$ cat src/rtl/whep_pkg.sv
`default_nettype none

package whep_pkg;

  // Field widths of the report and of the limits.
  localparam int ATT_W = 12;
  localparam int STR_W = 8;
  localparam int BRK_W = 16;

  // Default number of reports in the window.
  localparam int WINDOW_DEPTH_DEF = 3;

  // Register port geometry.
  localparam int CFG_ADDR_W = 5;
  localparam int CFG_DATA_W = 32;

  // Register reset values. Attempt limits are Q4.8 (1.2 and 1.02).
  localparam logic [ATT_W-1:0]        ATT_HI_RST  = 12'd307;
  localparam logic [ATT_W-1:0]        ATT_LO_RST  = 12'd261;
  localparam logic signed [STR_W-1:0] STR_HI_RST  = -8'sd55;
  localparam logic signed [STR_W-1:0] STR_LO_RST  = -8'sd63;
  localparam logic [BRK_W-1:0]        BRK_LIM_RST = 16'd1000;

  // Register indexes, taken from paddr[4:2].
  typedef enum logic [2:0] {
    REG_ATT_HI  = 3'd0,
    REG_ATT_LO  = 3'd1,
    REG_STR_HI  = 3'd2,
    REG_STR_LO  = 3'd3,
    REG_BRK_LIM = 3'd4,
    REG_MODE    = 3'd5
  } reg_idx_t;

  // Policy modes.
  localparam logic MODE_BASIC = 1'b0;
  localparam logic MODE_DUAL  = 1'b1;

  // Configuration as seen by the decision logic.
  typedef struct packed {
    logic [ATT_W-1:0]        attempt_hi;
    logic [ATT_W-1:0]        attempt_lo;
    logic signed [STR_W-1:0] strength_hi;
    logic signed [STR_W-1:0] strength_lo;
    logic [BRK_W-1:0]        broken_lim;
    logic                    mode;
  } cfg_t;

endpackage

`default_nettype wire

$ cat src/rtl/whep_if.sv
`default_nettype none

// Report channel into the block.
interface whep_in_if;
  logic                     valid;
  logic                     ready;
  logic [11:0]              attempt_avg;
  logic signed [7:0]        strength_dbm;
  logic [15:0]              broken_count;

  modport source (output valid, attempt_avg, strength_dbm, broken_count, input ready);
  modport sink   (input valid, attempt_avg, strength_dbm, broken_count, output ready);
endinterface

// Result channel out of the block.
interface whep_out_if;
  logic valid;
  logic ready;
  logic enable_out;

  modport source (output valid, enable_out, input ready);
  modport sink   (input valid, enable_out, output ready);
endinterface

`default_nettype wire

$ cat src/rtl/whep_cfg.sv
`default_nettype none

module whep_cfg (
  input  logic                             clk,
  input  logic                             rst_n,
  input  logic                             psel,
  input  logic                             penable,
  input  logic                             pwrite,
  input  logic [whep_pkg::CFG_ADDR_W-1:0]  paddr,
  input  logic [whep_pkg::CFG_DATA_W-1:0]  pwdata,
  output logic [whep_pkg::CFG_DATA_W-1:0]  prdata,
  output logic                             pready,
  output whep_pkg::cfg_t                   cfg
);
  import whep_pkg::*;

  cfg_t     cfg_r;
  reg_idx_t idx;
  logic     wr_en;

  assign idx    = reg_idx_t'(paddr[4:2]);
  assign wr_en  = psel && penable && pwrite;
  assign pready = 1'b1;
  assign cfg    = cfg_r;

  // Register writes; unused indexes are ignored.
  always_ff @(posedge clk) begin
    if (!rst_n) begin
      cfg_r.attempt_hi  <= ATT_HI_RST;
      cfg_r.attempt_lo  <= ATT_LO_RST;
      cfg_r.strength_hi <= STR_HI_RST;
      cfg_r.strength_lo <= STR_LO_RST;
      cfg_r.broken_lim  <= BRK_LIM_RST;
      cfg_r.mode        <= MODE_BASIC;
    end else if (wr_en) begin
      unique case (idx)
        REG_ATT_HI:  cfg_r.attempt_hi  <= pwdata[ATT_W-1:0];
        REG_ATT_LO:  cfg_r.attempt_lo  <= pwdata[ATT_W-1:0];
        REG_STR_HI:  cfg_r.strength_hi <= pwdata[STR_W-1:0];
        REG_STR_LO:  cfg_r.strength_lo <= pwdata[STR_W-1:0];
        REG_BRK_LIM: cfg_r.broken_lim  <= pwdata[BRK_W-1:0];
        REG_MODE:    cfg_r.mode        <= pwdata[0];
        default: ;
      endcase
    end
  end

  // Read back, zero extended to the bus width.
  always_comb begin
    unique case (idx)
      REG_ATT_HI:  prdata = {{(CFG_DATA_W-ATT_W){1'b0}}, cfg_r.attempt_hi};
      REG_ATT_LO:  prdata = {{(CFG_DATA_W-ATT_W){1'b0}}, cfg_r.attempt_lo};
      REG_STR_HI:  prdata = {{(CFG_DATA_W-STR_W){1'b0}}, cfg_r.strength_hi};
      REG_STR_LO:  prdata = {{(CFG_DATA_W-STR_W){1'b0}}, cfg_r.strength_lo};
      REG_BRK_LIM: prdata = {{(CFG_DATA_W-BRK_W){1'b0}}, cfg_r.broken_lim};
      REG_MODE:    prdata = {{(CFG_DATA_W-1){1'b0}}, cfg_r.mode};
      default:     prdata = '0;
    endcase
  end

endmodule

`default_nettype wire

$ cat src/rtl/whep_core.sv
`default_nettype none

module whep_core #(
  parameter int WINDOW_DEPTH = whep_pkg::WINDOW_DEPTH_DEF
) (
  input  logic                               clk,
  input  logic                               rst_n,
  input  logic                               step,
  input  logic [whep_pkg::ATT_W-1:0]         attempt,
  input  logic signed [whep_pkg::STR_W-1:0]  strength,
  input  logic [whep_pkg::BRK_W-1:0]         broken,
  input  whep_pkg::cfg_t                     cfg,
  output logic                               enable_nxt
);
  import whep_pkg::*;

  localparam int CNT_W = $clog2(WINDOW_DEPTH + 1);

  logic [ATT_W-1:0]        att_win_r   [WINDOW_DEPTH];
  logic [ATT_W-1:0]        att_win_nxt [WINDOW_DEPTH];
  logic signed [STR_W-1:0] str_win_r   [WINDOW_DEPTH];
  logic signed [STR_W-1:0] str_win_nxt [WINDOW_DEPTH];
  logic [CNT_W-1:0]        fill_cnt_r;
  logic                    enable_r;

  logic filled;
  logic att_all_ge_hi;
  logic att_all_le_lo;
  logic str_all_ge_hi;
  logic str_all_le_lo;
  logic broken_force;
  logic turn_off;

  // Window as it stands with the current report at the front.
  always_comb begin
    att_win_nxt[0] = attempt;
    str_win_nxt[0] = strength;
    for (int i = 1; i < WINDOW_DEPTH; i++) begin
      att_win_nxt[i] = att_win_r[i-1];
      str_win_nxt[i] = str_win_r[i-1];
    end
  end

  // Every sample against each limit, in parallel.
  always_comb begin
    att_all_ge_hi = 1'b1;
    att_all_le_lo = 1'b1;
    str_all_ge_hi = 1'b1;
    str_all_le_lo = 1'b1;
    for (int i = 0; i < WINDOW_DEPTH; i++) begin
      att_all_ge_hi &= (att_win_nxt[i] >= cfg.attempt_hi);
      att_all_le_lo &= (att_win_nxt[i] <= cfg.attempt_lo);
      str_all_ge_hi &= (str_win_nxt[i] >= cfg.strength_hi);
      str_all_le_lo &= (str_win_nxt[i] <= cfg.strength_lo);
    end
  end

  // The window counts as full once this report completes it.
  assign filled       = (fill_cnt_r >= CNT_W'(WINDOW_DEPTH - 1));
  assign broken_force = (cfg.mode == MODE_BASIC) && (broken > cfg.broken_lim);
  assign turn_off     = str_all_ge_hi && ((cfg.mode == MODE_BASIC) || att_all_le_lo);

  // Hysteresis decision; the broken override wins over the window.
  always_comb begin
    priority if (broken_force) begin
      enable_nxt = 1'b1;
    end else if (!filled) begin
      enable_nxt = enable_r;
    end else if (!enable_r) begin
      enable_nxt = att_all_ge_hi && str_all_le_lo;
    end else begin
      enable_nxt = !turn_off;
    end
  end

  // Window samples only matter once filled, so they carry no reset.
  always_ff @(posedge clk) begin
    if (step) begin
      att_win_r <= att_win_nxt;
      str_win_r <= str_win_nxt;
    end
  end

  // Fill count saturates at the depth; flag follows each report.
  always_ff @(posedge clk) begin
    if (!rst_n) begin
      fill_cnt_r <= '0;
      enable_r   <= 1'b0;
    end else if (step) begin
      if (fill_cnt_r != CNT_W'(WINDOW_DEPTH)) begin
        fill_cnt_r <= fill_cnt_r + CNT_W'(1);
      end
      enable_r <= enable_nxt;
    end
  end

endmodule

`default_nettype wire

$ cat src/rtl/windowed_hysteresis_enable_policy.sv
// Each request passes through the input register and then the result register.
// Throughput: one request per cycle; a stalled result holds the input
// register, and the input stalls only while both registers are full and the
// result is held off.
// Reset (synchronous, rst_n low): registers return to their defaults, the
// window counts as empty, the enable flag clears and both stages empty.
`default_nettype none

module windowed_hysteresis_enable_policy #(
  parameter int WINDOW_DEPTH = whep_pkg::WINDOW_DEPTH_DEF
) (
  input  logic                             clk,
  input  logic                             rst_n,
  whep_in_if.sink                          in_chan,
  whep_out_if.source                       out_chan,
  input  logic                             psel,
  input  logic                             penable,
  input  logic                             pwrite,
  input  logic [whep_pkg::CFG_ADDR_W-1:0]  paddr,
  input  logic [whep_pkg::CFG_DATA_W-1:0]  pwdata,
  output logic [whep_pkg::CFG_DATA_W-1:0]  prdata,
  output logic                             pready
);
  import whep_pkg::*;

  cfg_t                    cfg;
  logic                    s1_valid_r;
  logic                    s1_valid_nxt;
  logic [ATT_W-1:0]        s1_attempt_r;
  logic signed [STR_W-1:0] s1_strength_r;
  logic [BRK_W-1:0]        s1_broken_r;
  logic                    out_valid_r;
  logic                    out_valid_nxt;
  logic                    out_enable_r;
  logic                    enable_nxt;
  logic                    in_fire;
  logic                    advance;

  whep_cfg u_cfg (
    .clk     (clk),
    .rst_n   (rst_n),
    .psel    (psel),
    .penable (penable),
    .pwrite  (pwrite),
    .paddr   (paddr),
    .pwdata  (pwdata),
    .prdata  (prdata),
    .pready  (pready),
    .cfg     (cfg)
  );

  whep_core #(
    .WINDOW_DEPTH (WINDOW_DEPTH)
  ) u_core (
    .clk        (clk),
    .rst_n      (rst_n),
    .step       (advance),
    .attempt    (s1_attempt_r),
    .strength   (s1_strength_r),
    .broken     (s1_broken_r),
    .cfg        (cfg),
    .enable_nxt (enable_nxt)
  );

  // Handshake: the input stage moves on whenever the result register frees.
  assign advance        = s1_valid_r && (!out_valid_r || out_chan.ready);
  assign in_chan.ready  = !s1_valid_r || advance;
  assign in_fire        = in_chan.valid && in_chan.ready;
  assign s1_valid_nxt   = in_fire || (s1_valid_r && !advance);
  assign out_valid_nxt  = advance || (out_valid_r && !out_chan.ready);

  assign out_chan.valid      = out_valid_r;
  assign out_chan.enable_out = out_enable_r;

  // Stage valid bits.
  always_ff @(posedge clk) begin
    if (!rst_n) begin
      s1_valid_r  <= 1'b0;
      out_valid_r <= 1'b0;
    end else begin
      s1_valid_r  <= s1_valid_nxt;
      out_valid_r <= out_valid_nxt;
    end
  end

  // Input register.
  always_ff @(posedge clk) begin
    if (in_fire) begin
      s1_attempt_r  <= in_chan.attempt_avg;
      s1_strength_r <= in_chan.strength_dbm;
      s1_broken_r   <= in_chan.broken_count;
    end
  end

  // Result register.
  always_ff @(posedge clk) begin
    if (advance) begin
      out_enable_r <= enable_nxt;
    end
  end

endmodule

`default_nettype wire

$ cat src/flat_wrapper.sv
// flat-port wrapper written by rule: the top's interface ports become plain ports
module windowed_hysteresis_enable_policy_flat import whep_pkg::*;
#(
  parameter int WINDOW_DEPTH = whep_pkg::WINDOW_DEPTH_DEF
)
  (clk, rst_n, psel, penable, pwrite, paddr, pwdata, prdata, pready, in_chan_valid, in_chan_attempt_avg, in_chan_strength_dbm, in_chan_broken_count, in_chan_ready, out_chan_valid, out_chan_enable_out, out_chan_ready);
  whep_in_if in_chan_i ();
  whep_out_if out_chan_i ();
  input  logic clk;
  input  logic rst_n;
  input  logic psel;
  input  logic penable;
  input  logic pwrite;
  input  logic [whep_pkg::CFG_ADDR_W-1:0] paddr;
  input  logic [whep_pkg::CFG_DATA_W-1:0] pwdata;
  output logic [whep_pkg::CFG_DATA_W-1:0] prdata;
  output logic pready;
  input wire logic [$bits(in_chan_i.valid)-1:0] in_chan_valid;
  input wire logic [$bits(in_chan_i.attempt_avg)-1:0] in_chan_attempt_avg;
  input wire logic [$bits(in_chan_i.strength_dbm)-1:0] in_chan_strength_dbm;
  input wire logic [$bits(in_chan_i.broken_count)-1:0] in_chan_broken_count;
  output wire logic [$bits(in_chan_i.ready)-1:0] in_chan_ready;
  output wire logic [$bits(out_chan_i.valid)-1:0] out_chan_valid;
  output wire logic [$bits(out_chan_i.enable_out)-1:0] out_chan_enable_out;
  input wire logic [$bits(out_chan_i.ready)-1:0] out_chan_ready;
  assign in_chan_i.valid = in_chan_valid;
  assign in_chan_i.attempt_avg = in_chan_attempt_avg;
  assign in_chan_i.strength_dbm = in_chan_strength_dbm;
  assign in_chan_i.broken_count = in_chan_broken_count;
  assign in_chan_ready = in_chan_i.ready;
  assign out_chan_valid = out_chan_i.valid;
  assign out_chan_enable_out = out_chan_i.enable_out;
  assign out_chan_i.ready = out_chan_ready;
  windowed_hysteresis_enable_policy #(.WINDOW_DEPTH(WINDOW_DEPTH)) u_core (.clk(clk), .rst_n(rst_n), .in_chan(in_chan_i), .out_chan(out_chan_i), .psel(psel), .penable(penable), .pwrite(pwrite), .paddr(paddr), .pwdata(pwdata), .prdata(prdata), .pready(pready));
endmodule
$ cat config.mk
export PLATFORM = sky130hd
export DESIGN_NAME = windowed_hysteresis_enable_policy_flat
export DESIGN_NICKNAME = d
export VERILOG_FILES = /design/src/rtl/whep_pkg.sv /design/src/rtl/whep_if.sv /design/src/rtl/whep_cfg.sv /design/src/rtl/whep_core.sv /design/src/rtl/windowed_hysteresis_enable_policy.sv /design/src/flat_wrapper.sv
export SDC_FILE = /design/constraint.sdc
export NUM_CORES = 1
export LEC_CHECK = 0
export ABC_AREA = 1
export BUFFER_PORTS_ARGS = -buffer_cell sky130_fd_sc_hd__buf_2
export CELL_PAD_IN_SITES_DETAIL_PLACEMENT = 0
export CELL_PAD_IN_SITES_GLOBAL_PLACEMENT = 1
export CORE_MARGIN = 2
export CORE_UTILIZATION = 35
export CTS_CLUSTER_DIAMETER = 50
export DETAILED_ROUTE_END_ITERATION = 8
export GPL_TIMING_DRIVEN = 1
export PLACE_DENSITY = 0.77
export SLEW_MARGIN = 20
export SYNTH_ARGS = -nofsm -noshare
export SYNTH_HDL_FRONTEND = slang
export SYNTH_SLANG_ARGS = --single-unit
$ cat constraint.sdc
create_clock -name clk -period 4.79 [get_ports clk]
set_input_delay 0 -clock clk [delete_from_list [all_inputs] [get_ports clk]]
set_output_delay 0 -clock clk [all_outputs]
set_load 0.03 [all_outputs]
==> flow_summary.yaml <==
timing:
  hold_violations: 0
  setup-violations-final: 0
  whs_ns: 0.106
  setup_tns_ns: 0
  worstMarginPinSlew_ns: 0.919
  finalClockSkew_ns: 0.00925
  relSlewSlack_pct: 38.7
  period_minus_slack_ns: 2.07
  fin_ws_ns: 2.72
  fmax_mhz: 484
  final-max-slew-violation-count: 0
  rsz0062_at_grt: "false"
  period_share_pct: 43.1
worst_setup_path:
  max_stage_delay_ns: 0.33
  crit_path_end_kind: "flop"
  start_kind: "flop"
  required_ns: 4.95
  worstSetupPathType: "flop to flop"
  crit_top_cell: "nand2_1"
  worstPathCellList: "inv_1 -> ha_1 -> nand2_1 -> nor2_1 -> and2_1 -> nand4_1 -> nand2_1 -> nand3_1 -> nand2_1 -> nand2_1 -> nand2_1 -> nand2_1"
  critPathMaxFanout: 4
  r2r_cells: 12
  critPathArrivalTime_ns: 2.23
  crit_slowest_cell: "dfxtp_1"
placement:
  port_buffers: 80
  dp_slack_ns: 2.73
  placed_area_mm2: 0.00906
  dp_hpwl_um: 15400
  gp_congestion: 0.768
hold_path:
  hold_depth: 4
  hp-class: "primary input to flop"
cells_and_area:
  syn2layout_area_growth_pct: 21.2
  final_area_mm2: 0.0102
  nNetsFinal: 1280
  drive_gt1_share_pct: 13.2
route:
  vias: 6608
  drtIter0Drc: 316
  remaining_drc_errors: 0
  post_drt_via_cell_ratio: 4.73
  dr.pass1.iters: 5
  routed_wl_um: 20500
  post_drt_wl_per_cell_um: 14.7
  ant_nets: 0
clocking:
  tritoncts: "yes"
  path_clk_slew_ns: 0.06
  cts-root-buf: "clkbuf_16"
  cts_resized: 0
  cts_max_level: 4
  cts_buffer_depth: 2
  cts.sinks: 139
  cts_buffers: 17
  clock_latency_ns: 0.42
synth:
  async_flop_share_pct: 0
  yosys_register_bits: 139
  synth_area_mm2: 0.00840
  synth_commonest_cells: "nand2_1 (162), ha_1 (138), inv_1 (113)"
  ys.flop_type: "edfxtp_1"
  synthTopCellsByArea: "edfxtp_1 (28%), ha_1 (21%), dfxtp_1 (15%)"
  synth_cells: 922
  synth_top_area_share_pct: 27.5
  yosysTopAreaCell: "edfxtp_1"
  yosysMostFrequentCell: "nand2_1"
  ys_seq_area_share_pct: 42.3
  synth_edf_count: 77
  ys_types: 39
  syn_avg_cell_area_um2: 9.11
  yosysWarnings: 0
floorplan:
  coreArea_mm2: 0.0235
  die_h_um: 159
  die_area_mm2: 0.0253
  initial_core_util_pct: 35.7
  num_rows: 56
  pin_count: 116
  die_w_um: 159
grt:
  grt_pass1_wl_um: 33600
  grt_start_max_net_pins: 51
  grt_pass1_vias: 6492
  overflow: 0
  grtUsageTotal_pct: 16.8
  antenna_found_initial: 0
power:
  power_mw: 2.97
  vdd_ir_drop_max_mv: 0.258
  power_leakage_nw: 4.62
  powerDensity_mw_per_mm2: 292
outcome:
  status: "finished clean"
flow_run:
  drv_cap: 0
-- critical path: cells and delay by family, from the launching register on --
kind / cells / cell delay [ns]
AND/OR/NAND/NOR: 10 / 1.05
buffers and inverters: 1 / 0.11
adder cells (fa/ha/maj): 1 / 0.32
flip-flops: 1 / 0.33
-- logic make-up (layout without fill, tap and decap cells) --
family	count (synthesis)	in the layout	share of synthesized area (%)
AOI/OAI and AO/OA	207	207	14.2
adders and majority gates	138	138	20.6
buffers and inverters	154	292	8.01
DFF	139	139	42.3
other	2	19	0.0894
and+or+nand+nor	282	282	14.8
-- registers in the layout, indices dropped and copies added (netlist names) --
signal                      count
u_core.out_chan.enable_out      1
u_core.out_chan.valid           1
u_core.s1_attempt_r            12
u_core.s1_broken_r             16
u_core.s1_strength_r            8
u_core.s1_valid_r               1
u_core.u_cfg.cfg               57
u_core.u_core.att_win_nxt      24
u_core.u_core.enable_r          1
u_core.u_core.fill_cnt_r        2
u_core.u_core.str_win_nxt      16
-- metal layers --
layer / track usage [%] / up-vias / part of all wire [%]
met5: 0 / - / 0
met4: 5.54 / 0 / 1.6
met3: 3.24 / 20 / 4.2
met2: 27.9 / 130 / 46
met1: 22.2 / 3003 / 48
li1: - / 3455 / -
-- cells in the final DEF, fill, tap and decap left out, types with 4 or more instances in the layout --
master / count
nand4_1: 15
inv_2: 8
dlygate4sd3_1: 56
buf_2: 80
o21ai_0: 31
a21oi_1: 96
o22ai_1: 7
edfxtp_1: 77
inv_1: 113
a21oi_2: 9
nand2_1: 162
clkbuf_16: 18
o21ai_1: 27
nand3_1: 29
dfxtp_1: 62
o221ai_1: 11
ha_1: 138
o21a_1: 6
o211ai_1: 9
and2_1: 4
nor2_1: 57
o21bai_1: 5
conb_1: 17
clkbuf_1: 4
-- path summary, 6_finish.rpt --
kind	slack, ns	from	to
hold / removal	0.11	penable	u_core.u_cfg.cfg[35]
setup reg to reg	2.72	u_core.u_cfg.cfg[44]	u_core.out_chan.enable_out
setup / recovery	2.72	u_core.u_cfg.cfg[44]	u_core.out_chan.enable_out
hold reg to reg	0.45	u_core.u_core.str_win_nxt[8]	u_core.u_core.str_win_nxt[0]
-- where the power goes --
group | switching (mW) | total (mW) | internal [mW]
Clock | 0.520 | 1.27 | 0.747
Sequential | 0.0272 | 1.34 | 1.31
Combinational | 0.222 | 0.368 | 0.145
Total | 0.769 | 2.97 | 2.20
-- final cells by class --
| class | count | area [um2] |
|---|---|---|
| Multi-Input combinational cell | 644 | 4230 |
| Tap cell | 319 | 399 |
| Sequential cell | 139 | 3550 |
| Fill cell | 2305 | 13400 |
| Clock buffer | 22 | 465 |
| Antenna cell | 2 | 5.00 |
| Inverter | 122 | 460 |
| Clock inverter | 10 | 92.6 |
| Timing Repair Buffer | 138 | 976 |
-- stage by stage --
| step | cells | utilization, % |
|---|---|---|
| after floorplan | 937 | - |
| after global placement | 1306 | 38.5 |
| after detailed placement | 1306 | 38.5 |
| after CTS | 1394 | 43.2 |
| after global routing | 1394 | 43.2 |
| final | 1396 | 43.2 |
-- timing repair --
item | CTS | global route
hold endpoints to repair | 93 | 0
buffers inserted | 0 | 0
hold buffers | 56 | 0
Power figures use the tool's default switching activity.
